==> src/rtl/core/cbts_pkg.sv <==
// Shared types, codes and field step functions of the calendar button time setter.
`timescale 1ns / 1ps

package cbts_pkg;

	localparam logic KIND_POLL = 1'b0;
	localparam logic KIND_TICK = 1'b1;

	localparam logic CFG_SLEEP_LIMIT     = 1'b0;
	localparam logic CFG_EDIT_HOLD_LIMIT = 1'b1;

	localparam int PIN_RTC   = 0;
	localparam int PIN_UP    = 1;
	localparam int PIN_DOWN  = 2;
	localparam int PIN_LEFT  = 3;
	localparam int PIN_RIGHT = 4;

	localparam logic [2:0] FIELD_YEAR   = 3'd0;
	localparam logic [2:0] FIELD_MONTH  = 3'd1;
	localparam logic [2:0] FIELD_DAY    = 3'd2;
	localparam logic [2:0] FIELD_HOUR   = 3'd3;
	localparam logic [2:0] FIELD_MINUTE = 3'd4;
	localparam logic [2:0] FIELD_SECOND = 3'd5;

	localparam logic [3:0] MONTH_MAX  = 4'd12;
	localparam logic [5:0] DAY_MAX    = 6'd31;
	localparam logic [5:0] HOUR_MAX   = 6'd23;
	localparam logic [5:0] MINSEC_MAX = 6'd59;
	localparam logic [15:0] COUNT_MAX = 16'hFFFF;

	localparam logic [15:0] SLEEP_LIMIT_RESET     = 16'd10;
	localparam logic [15:0] EDIT_HOLD_LIMIT_RESET = 16'd3;

	typedef struct packed {
		logic       kind;
		logic [4:0] levels;
		logic [7:0] rtc_year;
		logic [3:0] rtc_month;
	} item_t;

	typedef struct packed {
		logic        commit;
		logic        redraw;
	} flags_t;

	typedef struct packed {
		logic [4:0]  prev_levels;
		logic [15:0] idle;
		logic [15:0] hold;
		logic        edit_on;
		logic [2:0]  cursor;
		logic [7:0]  year;
		logic [3:0]  month;
		logic [4:0]  day;
		logic [4:0]  hour;
		logic [5:0]  minute;
		logic [5:0]  second;
		logic [3:0]  page_month;
		logic [15:0] page_year;
		logic        sleep;
	} ctrl_state_t;

	localparam ctrl_state_t STATE_RESET = '{
		prev_levels: 5'd0,
		idle:        16'd0,
		hold:        16'd0,
		edit_on:     1'b0,
		cursor:      FIELD_YEAR,
		year:        8'd24,
		month:       4'd10,
		day:         5'd1,
		hour:        5'd10,
		minute:      6'd0,
		second:      6'd0,
		page_month:  4'd0,
		page_year:   16'd0,
		sleep:       1'b0
	};

	function automatic logic [5:0] wrap_inc(input logic [5:0] v, input logic [5:0] lo,
		input logic [5:0] hi);
		return (v < hi) ? v + 6'd1 : lo;
	endfunction

	function automatic logic [5:0] wrap_dec(input logic [5:0] v, input logic [5:0] lo,
		input logic [5:0] hi);
		return (v > lo) ? v - 6'd1 : hi;
	endfunction

endpackage

==> src/rtl/core/cbts_next.sv <==
// Next-state and result flag logic for one poll or tick word.
`timescale 1ns / 1ps

module cbts_next import cbts_pkg::*; (
	input  item_t       item,
	input  ctrl_state_t cur,
	input  logic [15:0] sleep_limit,
	input  logic [15:0] edit_hold_limit,
	output ctrl_state_t nxt,
	output flags_t      flags
);

	logic [4:0] rise;

	always_comb begin
		nxt = cur;
		flags = '0;
		rise = item.levels & ~cur.prev_levels;
		if (item.kind == KIND_POLL) begin
			if (rise[PIN_RTC]) begin
				if (nxt.edit_on) begin
					flags.commit = 1'b1;
					nxt.edit_on = 1'b0;
				end else begin
					nxt.page_month = item.rtc_month;
					nxt.page_year = {8'd0, item.rtc_year};
				end
			end
			// The down switch steps forward, the up switch steps back.
			if (rise[PIN_DOWN]) begin
				if (nxt.edit_on) begin
					unique case (nxt.cursor)
						FIELD_YEAR:   nxt.year = nxt.year + 8'd1;
						FIELD_MONTH:  nxt.month = 4'(wrap_inc({2'd0, nxt.month}, 6'd1,
							{2'd0, MONTH_MAX}));
						FIELD_DAY:    nxt.day = 5'(wrap_inc({1'b0, nxt.day}, 6'd1, DAY_MAX));
						FIELD_HOUR:   nxt.hour = 5'(wrap_inc({1'b0, nxt.hour}, 6'd0, HOUR_MAX));
						FIELD_MINUTE: nxt.minute = wrap_inc(nxt.minute, 6'd0, MINSEC_MAX);
						FIELD_SECOND: nxt.second = wrap_inc(nxt.second, 6'd0, MINSEC_MAX);
						default: ;
					endcase
				end else if (nxt.page_month >= MONTH_MAX) begin
					nxt.page_month = 4'd1;
					nxt.page_year = nxt.page_year + 16'd1;
				end else begin
					nxt.page_month = nxt.page_month + 4'd1;
				end
			end
			if (rise[PIN_UP]) begin
				if (nxt.edit_on) begin
					unique case (nxt.cursor)
						FIELD_YEAR:   nxt.year = nxt.year - 8'd1;
						FIELD_MONTH:  nxt.month = 4'(wrap_dec({2'd0, nxt.month}, 6'd1,
							{2'd0, MONTH_MAX}));
						FIELD_DAY:    nxt.day = 5'(wrap_dec({1'b0, nxt.day}, 6'd1, DAY_MAX));
						FIELD_HOUR:   nxt.hour = 5'(wrap_dec({1'b0, nxt.hour}, 6'd0, HOUR_MAX));
						FIELD_MINUTE: nxt.minute = wrap_dec(nxt.minute, 6'd0, MINSEC_MAX);
						FIELD_SECOND: nxt.second = wrap_dec(nxt.second, 6'd0, MINSEC_MAX);
						default: ;
					endcase
				end else if (nxt.page_month <= 4'd1) begin
					nxt.page_month = MONTH_MAX;
					nxt.page_year = nxt.page_year - 16'd1;
				end else begin
					nxt.page_month = nxt.page_month - 4'd1;
				end
			end
			if (rise[PIN_LEFT] && nxt.edit_on && nxt.cursor > FIELD_YEAR) begin
				nxt.cursor = nxt.cursor - 3'd1;
			end
			if (rise[PIN_RIGHT] && nxt.edit_on && nxt.cursor < FIELD_SECOND) begin
				nxt.cursor = nxt.cursor + 3'd1;
			end
			if (rise != 5'd0) begin
				nxt.idle = 16'd0;
				flags.redraw = 1'b1;
			end
			nxt.prev_levels = item.levels;
		end else begin
			if (nxt.idle != COUNT_MAX) begin
				nxt.idle = nxt.idle + 16'd1;
			end
			if (nxt.idle > sleep_limit) begin
				nxt.page_month = item.rtc_month;
				nxt.page_year = {8'd0, item.rtc_year};
				nxt.sleep = 1'b1;
				flags.redraw = 1'b1;
			end
			if (!item.levels[PIN_LEFT] || !item.levels[PIN_RIGHT]) begin
				if (nxt.hold != COUNT_MAX) begin
					nxt.hold = nxt.hold + 16'd1;
				end
			end else begin
				nxt.hold = 16'd0;
			end
			if (nxt.hold > edit_hold_limit) begin
				nxt.edit_on = 1'b1;
			end
		end
	end

endmodule

==> src/rtl/core/calendar_button_time_setter_unit.sv <==
// Top level of the calendar button time setter: handshakes, state and result register.
//
//  channel   direction  handshake                     payload
//  item      in         item_valid / item_stall       kind, pin levels, rtc_year, rtc_month
//  result    out        result_valid / result_stall   edit values, view page, commit, status
//  config    in         wr_en, wr_index               wr_data (16 bits)
//
// An accepted word passes through the input register and then through the update logic
// into the state and result registers. One word can be accepted every cycle unless the
// result stalls; the state update is a single pass.
// Reset brings back the power-on edit values and the default limits at once.
// A stalled result holds the state, and the input register then stalls the item side.
`timescale 1ns / 1ps

module calendar_button_time_setter_unit import cbts_pkg::*; (
	input  logic               clk,
	input  logic               arst_n,
	input  logic               wr_en,
	input  logic               wr_index,
	input  logic [15:0]        wr_data,
	input  logic               item_valid,
	output logic               item_stall,
	input  logic               kind,
	input  logic               rtc_int_level,
	input  logic               up_level,
	input  logic               down_level,
	input  logic               left_level,
	input  logic               right_level,
	input  logic [7:0]         rtc_year,
	input  logic [3:0]         rtc_month,
	output logic               result_valid,
	input  logic               result_stall,
	output logic               edit_active,
	output logic [2:0]         edit_cursor,
	output logic [7:0]         set_year,
	output logic [3:0]         set_month,
	output logic [4:0]         set_day,
	output logic [4:0]         set_hour,
	output logic [5:0]         set_minute,
	output logic [5:0]         set_second,
	output logic [3:0]         view_month,
	output logic signed [15:0] view_year,
	output logic               commit_pulse,
	output logic [1:0]         status_flags
);

	logic        sleep_limit_wr;
	logic [15:0] sleep_limit_val_q;
	logic [15:0] edit_hold_limit_q;
	logic        valid_s1;
	item_t       item_s1;
	ctrl_state_t state_q;
	ctrl_state_t state_nxt;
	flags_t      flags_nxt;
	flags_t      flags_q;
	logic        accept;
	logic        advance;

	assign sleep_limit_wr = wr_en && (wr_index == CFG_SLEEP_LIMIT);

	always_ff @(posedge clk or negedge arst_n) begin
		if (!arst_n) begin
			sleep_limit_val_q <= SLEEP_LIMIT_RESET;
			edit_hold_limit_q <= EDIT_HOLD_LIMIT_RESET;
		end else if (sleep_limit_wr) begin
			sleep_limit_val_q <= wr_data;
		end else if (wr_en && wr_index == CFG_EDIT_HOLD_LIMIT) begin
			edit_hold_limit_q <= wr_data;
		end
	end

	assign advance = valid_s1 && (!result_valid || !result_stall);
	assign item_stall = valid_s1 && !advance;
	assign accept = item_valid && !item_stall;

	always_ff @(posedge clk or negedge arst_n) begin
		if (!arst_n) begin
			valid_s1 <= 1'b0;
		end else if (accept) begin
			valid_s1 <= 1'b1;
		end else if (advance) begin
			valid_s1 <= 1'b0;
		end
	end

	always_ff @(posedge clk) begin
		if (accept) begin
			item_s1 <= '{kind: kind,
				levels: {right_level, left_level, down_level, up_level, rtc_int_level},
				rtc_year: rtc_year, rtc_month: rtc_month};
		end
	end

	cbts_next u_next (
		.item            (item_s1),
		.cur             (state_q),
		.sleep_limit     (sleep_limit_val_q),
		.edit_hold_limit (edit_hold_limit_q),
		.nxt             (state_nxt),
		.flags           (flags_nxt)
	);

	always_ff @(posedge clk or negedge arst_n) begin
		if (!arst_n) begin
			state_q <= STATE_RESET;
			flags_q <= '0;
			result_valid <= 1'b0;
		end else if (advance) begin
			state_q <= state_nxt;
			flags_q <= flags_nxt;
			result_valid <= 1'b1;
		end else if (!result_stall) begin
			result_valid <= 1'b0;
		end
	end

	assign edit_active  = state_q.edit_on;
	assign edit_cursor  = state_q.cursor;
	assign set_year     = state_q.year;
	assign set_month    = state_q.month;
	assign set_day      = state_q.day;
	assign set_hour     = state_q.hour;
	assign set_minute   = state_q.minute;
	assign set_second   = state_q.second;
	assign view_month   = state_q.page_month;
	assign view_year    = signed'(state_q.page_year);
	assign commit_pulse = flags_q.commit;
	assign status_flags = {state_q.sleep, flags_q.redraw};

	// The cursor never leaves the range of edit fields.
	a_cursor_range: assert property (@(posedge clk) disable iff (!arst_n)
		state_q.cursor <= FIELD_SECOND)
		else $error("edit cursor out of range");

	// A commit always leaves edit mode in the same word.
	a_commit_leaves_edit: assert property (@(posedge clk) disable iff (!arst_n)
		result_valid && commit_pulse |-> !edit_active)
		else $error("commit with edit mode still on");

	// State moves only when a word passes into the result register.
	a_state_hold: assert property (@(posedge clk) disable iff (!arst_n)
		!advance |=> $stable(state_q))
		else $error("state changed without a word");

	// The sleep request is sticky until reset.
	a_sleep_sticky: assert property (@(posedge clk) disable iff (!arst_n)
		state_q.sleep |=> state_q.sleep)
		else $error("sleep request dropped");

endmodule

==> config.mk <==
export PLATFORM = sky130hd
export DESIGN_NAME = calendar_button_time_setter_unit
export DESIGN_NICKNAME = d
export VERILOG_FILES = /design/src/rtl/core/cbts_pkg.sv /design/src/rtl/core/cbts_next.sv /design/src/rtl/core/calendar_button_time_setter_unit.sv
export SDC_FILE = /design/constraint.sdc
export NUM_CORES = 1
export LEC_CHECK = 0
export BUFFER_PORTS_ARGS = -buffer_cell sky130_fd_sc_hd__clkbuf_2
export CAP_MARGIN = 5
export CORE_UTILIZATION = 55
export CTS_CLUSTER_DIAMETER = 120
export CTS_CLUSTER_SIZE = 12
export DETAILED_ROUTE_END_ITERATION = 6
export PLACE_DENSITY = 0.75
export SLEW_MARGIN = 20
export SYNTH_ARGS = -nofsm -noshare
export SYNTH_HDL_FRONTEND = slang
export SYNTH_SLANG_ARGS = --single-unit
==> constraint.sdc <==
create_clock -name clk -period 8.9 [get_ports clk]
set_clock_uncertainty 0.15 [all_clocks]
set_input_delay 0.445 -clock clk [delete_from_list [all_inputs] [get_ports clk]]
set_output_delay 0.445 -clock clk [all_outputs]
set_load 0.005 [all_outputs]
==> summary.log, run 1 <==
[clock_tree] number of sinks on the clock net 150
[clock_tree] Clock Pin Slew Worst Setup and Hold Paths 0.06 ns
[place] Placement Setup Slack 4.37 ns
[critical_path] classification of the worst setup path register to register
[sta] Period Utilization, post-route 52.4%
[yosys] flip-flop and latch count after synthesis 150
[yosys] asr flop ratio synth 88.0%
[finish] share of layout cells above drive strength 1 15.4%
[finish] Area Growth Syn to Fin 8.14%
[job] max-capacitance violation count 0
[yosys] dominant register cell in the synthesized netlist sky130_fd_sc_hd__dfrtp_1
[yosys] synthesized instance count 1279
[sta] hold violation count in the final report 0
[drt] final routed wirelength across all metal layers 24.7 mm
[pwr] Power per Cell Area 189 nW/um2
[yosys] post-synthesis cell type count 77
[critical_path] worst reg2reg startpoint edit_active
[sta] fmax 0.214 GHz
[yosys] syn_area_per_cell 8.49 um2
[run_status] violated checks DRC
[sta] total count of max-transition violations in the final report 0
[pwr] combinational fraction of design power 26.9%
[pwr] Pwr Total 2.21 mW
[critical_path] type of element launching the critical path register
[yosys] cell with the most instances after synthesis sky130_fd_sc_hd__nand2_1
[finish] antenna diode count 0
[clock_tree] number of buffers added by the clock tree synthesis step 17
[finish] final-layout fill cell count 1738
[yosys] post-synth net total 1378
[clock_tree] Max Buffers Root-to-Sink 2
[sta] fin worst setup slack 4.23 ns
[min_path] Worst Hold Path EP item_s1[2]
[global_routing] total routing usage reported by global routing 25.1%
[drt] Routed wire per std cell 15.6 um
[yosys] portion of the post-synthesis area used by sequential elements 35.5%
[place] post-detailed-placement cell area 11100 um2
[min_path] Hold Startpoint rtc_month[2]
[critical_path] CP endpoint kind register
[place] port bufs 102
[finish] Util after Layout 60.5%
[yosys] portion of synthesized cell area occupied by the leading cell type 27.9%
[yosys] top cells by area, synth sky130_fd_sc_hd__dfrtp_1 28%, sky130_fd_sc_hd__nand2_1 6.9%, sky130_fd_sc_hd__ha_1 6.8%, sky130_fd_sc_hd__edfxtp_1 5.0%, sky130_fd_sc_hd__o21ai_0 4.5%
[finish] Finished Cell Area 11700 um2
[global_routing] pin count of the biggest net entering global routing 76
[finish] Final nets 1400
[critical_path] endpoint of the lowest-slack register-to-register path view_year[14]
[pwr] fraction of power spent switching nets 33.0%
[clock_tree] clock tree root driver cell sky130_fd_sc_hd__clkbuf_16
[sta] RSZ-0062 raised after global routing no
[drt] starting DRC count in detailed routing 697
[critical_path] required time of the critical path 9.06 ns
[sta] number of endpoints failing setup at the final stage 0
[run_status] run status complete, but fails checks
[pwr] sequential group share of total power 39.8%
[sta] setup TNS 0 ns
[global_routing] first-pass GRT wire length 40.7 mm
[sta] worst rel slew slack 35.9%
[floorplan] area of the die 20300 um2
[yosys] number of synthesized flops with an enable pin 18
[pwr] internal power of the cells 1.48 mW
[floorplan] effective utilization at floorplan 56.0%
[global_routing] initial antenna violation count 0
[pwr] leakage power summed over all cells 5.25 nW
[pwr] switching power 731 uW
[critical_path] arrival time at the worst endpoint 4.82 ns
[floorplan] area of the placeable core 19400 um2
[yosys] cell area after synthesis 10900 um2
[clock_tree] Clock Latency Late Sink 0.42 ns
[clock_tree] clock tree from TritonCTS yes
[pwr] maximum vdd drop 144 uV
[floorplan] number of rows created at floorplan 51
[min_path] Hold/Removal Path Class input port to register
[yosys] number of warnings issued by yosys 0
[min_path] worst hold stages 1
[drt] via-per-instance ratio 5.85
[place] post-placement cell count 1546
[floorplan] Die W 142 um
[yosys] Yosys top cell by area sky130_fd_sc_hd__dfrtp_1
[critical_path] reg2reg setup slack 4.23 ns
[drt] count of antenna-violating nets left after detailed routing 0
[floorplan] Boundary Pins 103
[drt] count of TritonRoute iterations in the first routing pass 7
[sta] Post-Route Hold Slack 0.0417 ns
[clock_tree] H-Tree Depth 4
[floorplan] Die H 142 um
[place] Detailed Place HPWL 17.8 mm
[global_routing] gr ovfl total 0
[critical_path] Register-to-Register Path Depth 13
[sta] pin slew with the least headroom to its limit 0.962 ns
[sta] clock period minus worst slack 4.67 ns
[drt] DRC violation count after routing 2
[critical_path] crit-path max FO 21
[pwr] portion of total power attributed to the clock network 33.3%
[yosys] Post-synth top cells 200 x sky130_fd_sc_hd__nand2_1, 121 x sky130_fd_sc_hd__dfrtp_1, 98 x sky130_fd_sc_hd__o21ai_0
[finish] Finished Layout Cells 1579
[global_routing] number of global-route vias before repair 8506
[drt] overall via count from detail_route 9231
[place] routability cong. 0.877
## cell families (layout without fill, tap and decap cells)
family,Yosys count,after routing,share of synthesized area [%]
buf+inv,166,201,7.94
simple gates,491,491,22.0
fa+ha+maj,61,61,6.99
xor+xnor,72,72,5.81
mux,56,56,5.56
flops,150,150,35.5
compound gates,283,283,16.2
## placed cells by master, fill, tap and decap left out, drive strengths merged, types with 31 or more instances in the layout
cell type    n
o21ai      105
mux2        31
clkbuf     123
ha          59
xnor2       43
inv         60
a21oi       55
nor2        73
nand2      200
nand3       61
dfrtp      121
## state kept, by name, indices dropped and copies added (netlist names), 5 cells and up
register and cells:
view_year 16, set_minute 6, set_second 6, sleep_limit_val_q 16, set_hour 5, set_year 8, set_day 5, state_q 37
item_s1 18, edit_hold_limit_q 16
## routing by layer
| metal | track usage (%) | share of wire, % | up-vias |
|---|---|---|---|
| met3 | 4.41 | 4.7 | 22 |
| met4 | 6.00 | 1.0 | 0 |
| met2 | 43.3 | 48 | 230 |
| li1 | - | - | 4539 |
| met5 | 0 | 0 | - |
| met1 | 32.7 | 46 | 4440 |
## area by class of cell
cell class                 instances  area, um2  area share (%)
inverter                          59        221            1.89
clock inverter                    10        120            1.02
clock buffer                      22        485            4.14
tap                              265        332            2.82
multi-input combinational        963       6140            52.3
timing repair buffer             110        579            4.94
sequential                       150       3860            32.9
## worst max path at each step
stage | slack, ns | from | endpoint
detailed placement | 4.37 | edit_active | view_year[14]
global placement | 4.23 | state_q[80] | view_year[14]
finish | 4.23 | edit_active | view_year[14]
floorplan | 4.99 | state_q[91] | view_year[6]
global route | 3.98 | edit_active | view_year[14]
CTS | 4.29 | edit_active | view_year[14]
## what timing repair did
item	in CTS	in global routing
gates resized for setup	0	0
hold buffers	1	0
setup buffers	0	0
setup endpoints to repair	0	0
hold endpoints to repair	67	0
## critical path, stage by stage (launching register included)
cell and delay [ns]:
sky130_fd_sc_hd__dfrtp_1 0.55, sky130_fd_sc_hd__or3b_1 0.83, sky130_fd_sc_hd__mux2_4 0.50, sky130_fd_sc_hd__and3_1 0.19
sky130_fd_sc_hd__a21oi_1 0.29, sky130_fd_sc_hd__ha_1 0.25, sky130_fd_sc_hd__or2_2 0.12, sky130_fd_sc_hd__and4_1 0.18
sky130_fd_sc_hd__a31o_2 0.16, sky130_fd_sc_hd__nand2_1 0.17, sky130_fd_sc_hd__nor4_2 0.62, sky130_fd_sc_hd__nand3_1 0.19
sky130_fd_sc_hd__xor2_1 0.17, sky130_fd_sc_hd__a22o_1 0.18
## power groups by stage
| stage | registers [mW] | clock network (mW) | logic (mW) |
|---|---|---|---|
| after floorplan | 0.853 | 0 | 0.499 |
| after global placement | 0.888 | 0 | 0.573 |
| after detailed placement | 0.890 | 0 | 0.590 |
| after CTS | 0.879 | 0.745 | 0.595 |
| after global routing | 0.895 | 0.775 | 0.672 |
| final | 0.882 | 0.737 | 0.595 |
(Power assumes the default switching activity.)
==> inputs of run 2 (changes only) <==
--- a/config.mk
+++ b/config.mk
@@ -11,7 +11,7 @@
 export CTS_CLUSTER_DIAMETER = 120
 export CTS_CLUSTER_SIZE = 12
 export DETAILED_ROUTE_END_ITERATION = 6
-export PLACE_DENSITY = 0.75
+export PLACE_DENSITY = 0.78
 export SLEW_MARGIN = 20
 export SYNTH_ARGS = -nofsm -noshare
 export SYNTH_HDL_FRONTEND = slang
==> constraint.sdc (replaced) <==
create_clock -name clk -period 3.9 [get_ports clk]
set_clock_uncertainty 0.15 [all_clocks]
set_input_delay 0.195 -clock clk [delete_from_list [all_inputs] [get_ports clk]]
set_output_delay 0.195 -clock clk [all_outputs]
set_load 0.005 [all_outputs]
==> run 2 against run 1 <==
Against the previous run:
- the run now ends clean
- wire length grew 9.7%
- largest cell class unchanged
- critical endpoint is now view_year[6]
- highest routed layer unchanged
- final area grew 7.2%
- count of clock-buffer cells in the layout grew 1
- non-clock buffer count grew 82
==> summary.log, run 2 (synthesis results as in run 1) <==
[run_status] run status complete, no violations
[critical_path] arrival time at the worst endpoint 4.02 ns [-0.80 ns]
[finish] largest registers ranked by flip-flop count state_q: 37 flops, item_s1: 18 flops
[global_routing] pin count of the biggest net entering global routing 77 [+1.3%]
[critical_path] worst reg2reg startpoint state_q[83]
[sta] number of endpoints failing setup at the final stage 0 [unchanged]
[critical_path] Worst path slowest cell sky130_fd_sc_hd__dfrtp_1
[finish] Final nets 1482 [+5.9%]
[critical_path] CP max stage delay 0.38 ns [-0.45 ns]
[sta] total count of max-transition violations in the final report 0 [unchanged]
[global_routing] gr ovfl total 0 [unchanged]
[clock_tree] Max Buffers Root-to-Sink 2 [unchanged]
[finish] share of layout cells above drive strength 1 19.9% [+4.5 points]
[finish] antenna diode count 0 [unchanged]
[pwr] leakage power summed over all cells 5.62 nW [+7.1%]
[sta] fin worst setup slack 0.0984 ns [-4.14 ns]
[sta] Period Utilization, post-route 97.5% [+45 points]
[sta] setup TNS 0 ns [unchanged]
[clock_tree] number of sinks on the clock net 150 [unchanged]
[drt] starting DRC count in detailed routing 651 [-6.6%]
[min_path] worst hold stages 4 [+3]
[drt] overall via count from detail_route 9641 [+4.4%]
[floorplan] area of the die 20300 um2 [unchanged]
[floorplan] Die H 142 um [unchanged]
[place] Detailed Place HPWL 18.5 mm [+4.0%]
[critical_path] CP cell instances and4_4, and4_4, and3_4, nand2_1, and3_4, and2_4, xor2_1, ha_1, a21o_1, a21o_1, a21oi_1, nor2b_1, o21ai_1, a31oi_2, buf_6, buf_4, nor3b_2, o21ai_1, o221a_2
[floorplan] Boundary Pins 103 [unchanged]
[sta] worst rel slew slack 33.4% [-2.5 points]
[drt] count of TritonRoute iterations in the first routing pass 5 [-2]
[critical_path] crit-path max FO 6 [-71%]
[floorplan] Die W 142 um [unchanged]
[job] max-capacitance violation count 0 [unchanged]
[global_routing] initial antenna violation count 0 [unchanged]
[drt] count of antenna-violating nets left after detailed routing 0 [unchanged]
[floorplan] number of rows created at floorplan 51 [unchanged]
[finish] max reg flops 37 [unchanged]
[sta] pin slew with the least headroom to its limit 0.998 ns [+0.0358 ns]
[floorplan] effective utilization at floorplan 56.0% [unchanged]
[pwr] Power per Cell Area 406 nW/um2 [+120%]
[sta] fmax 0.263 GHz [+23%]
[clock_tree] clock tree root driver cell sky130_fd_sc_hd__clkbuf_16
[min_path] Hold/Removal Path Class input port to register
[place] port bufs 102 [unchanged]
[critical_path] endpoint of the lowest-slack register-to-register path view_year[6]
[floorplan] area of the placeable core 19400 um2 [unchanged]
[clock_tree] number of buffers added by the clock tree synthesis step 17 [unchanged]
[critical_path] required time of the critical path 4.12 ns [-4.94 ns]
[min_path] Hold Startpoint wr_index
[min_path] Worst Hold Path EP sleep_limit_val_q[3]
[global_routing] first-pass GRT wire length 43.6 mm [+7.0%]
[clock_tree] clock tree from TritonCTS yes
[global_routing] number of global-route vias before repair 9042 [+6.3%]
[critical_path] classification of the worst setup path register to register
[clock_tree] Clock Latency Late Sink 0.44 ns [+0.02 ns]
[finish] final-layout fill cell count 1611 [-7.3%]
[place] routability cong. 0.950 [+8.4%]
[critical_path] Register-to-Register Path Depth 19 [+6]
[critical_path] CP endpoint kind register
[finish] leading cell types in the layout, fill and taps excluded 197 x sky130_fd_sc_hd__nand2_1, 119 x sky130_fd_sc_hd__dfrtp_1, 101 x sky130_fd_sc_hd__clkbuf_2
[place] Placement Setup Slack -0.126 ns [-4.49 ns]
[finish] register with the most flip-flops state_q
[sta] hold violation count in the final report 0 [unchanged]
[sta] clock period minus worst slack 3.80 ns [-0.864 ns]
[drt] Routed wire per std cell 16.3 um [+4.4%]
[drt] final routed wirelength across all metal layers 27.1 mm [+9.7%]
[finish] Area Growth Syn to Fin 15.9%
[pwr] maximum vdd drop 322 uV [+120%]
[drt] via-per-instance ratio 5.81 [-0.65%]
[finish] most frequent standard cell in the layout excluding fill and tap cells sky130_fd_sc_hd__nand2_1
[clock_tree] H-Tree Depth 4 [unchanged]
[global_routing] total routing usage reported by global routing 27.1% [+1.9 points]
[critical_path] reg2reg setup slack 0.1 ns [-4.14 ns]
[drt] DRC violation count after routing 0 [-2]
[clock_tree] Clock Pin Slew Worst Setup and Hold Paths 0.06 ns [about the same]
[critical_path] type of element launching the critical path register
[run 2: cell count changes in the layout (fill, tap and decap cells not counted), moves of 4 or more]
cell                            change
sky130_fd_sc_hd__and3_1             -4
sky130_fd_sc_hd__o21ai_0            -4
sky130_fd_sc_hd__o21ai_1            +4
sky130_fd_sc_hd__dlygate4sd3_1     +37
sky130_fd_sc_hd__and3_4             +4
sky130_fd_sc_hd__buf_4             +41
[run 2: report_power, final]
part           internal, mW  total (mW)  switching [mW]
clock                 0.942        1.60           0.654
sequential             1.78        2.02           0.236
combinational         0.673        1.50           0.828
total                  3.40        5.11            1.72
[run 2: what timing repair did]
action,4_1_cts,5_1_grt
setup buffers,2,16
gates resized for setup,5,40
cloned,0,1
hold buffers,38,0
pin swaps,1,9
endpoints found under the setup margin,12,23
hold endpoints to repair,119,0
[run 2: cell type report]
class,instances,area [um2],share of cell area [%]
Clock buffer,23,489,3.89
Inverter,59,221,1.76
Multi-Input combinational cell,963,6300,50.1
Tap cell,265,332,2.63
Timing Repair Buffer,192,1300,10.3
Sequential cell,150,3860,30.7
Clock inverter,8,75.1,0.597
[run 2: metal layers]
metal	global-route usage [%]	up-vias	routed length [um]
li1	-	4690	-
met2	47.4	291	13300
met5	0	-	0
met1	33.9	4602	11800
met4	8.32	0	711
met3	4.61	58	1330
[run 2: worst max-delay path, delay by kind of cell, from the launching register on]
| kind | cells | cell delay (ns) |
|---|---|---|
| AOI/OAI and AO/OA | 7 | 1.14 |
| xor gates and xnor gates | 1 | 0.14 |
| adders and majority gates | 1 | 0.29 |
| buffers and inverters | 2 | 0.33 |
| DFF | 1 | 0.38 |
| and+or+nand+nor | 8 | 1.31 |
[run 2: worst max path at each step]
stage | endpoint | from
5_1_grt | edit_active | state_q[59]
3_5_place_dp | view_year[5] | state_q[83]
3_3_place_gp | view_year[5] | state_q[83]
4_1_cts | view_year[6] | state_q[83]
6_report | view_year[6] | state_q[83]
2_1_floorplan | view_year[6] | state_q[91]
[run 2: stage by stage]
step           cell area, um2  utilization [%]  instances  hold WS (ns)  total power [mW]
2_1_floorplan           10900                -       1279        -0.251              3.09
3_3_place_gp            11300             58.4       1572         0.120              3.37
3_5_place_dp            11300             58.4       1572         0.121              3.42
4_1_cts                 12300             63.4       1643        0.0832              5.04
5_1_grt                 12600             64.9       1660        0.0673              5.41
6_report                12600             64.9       1660        0.0325              5.11
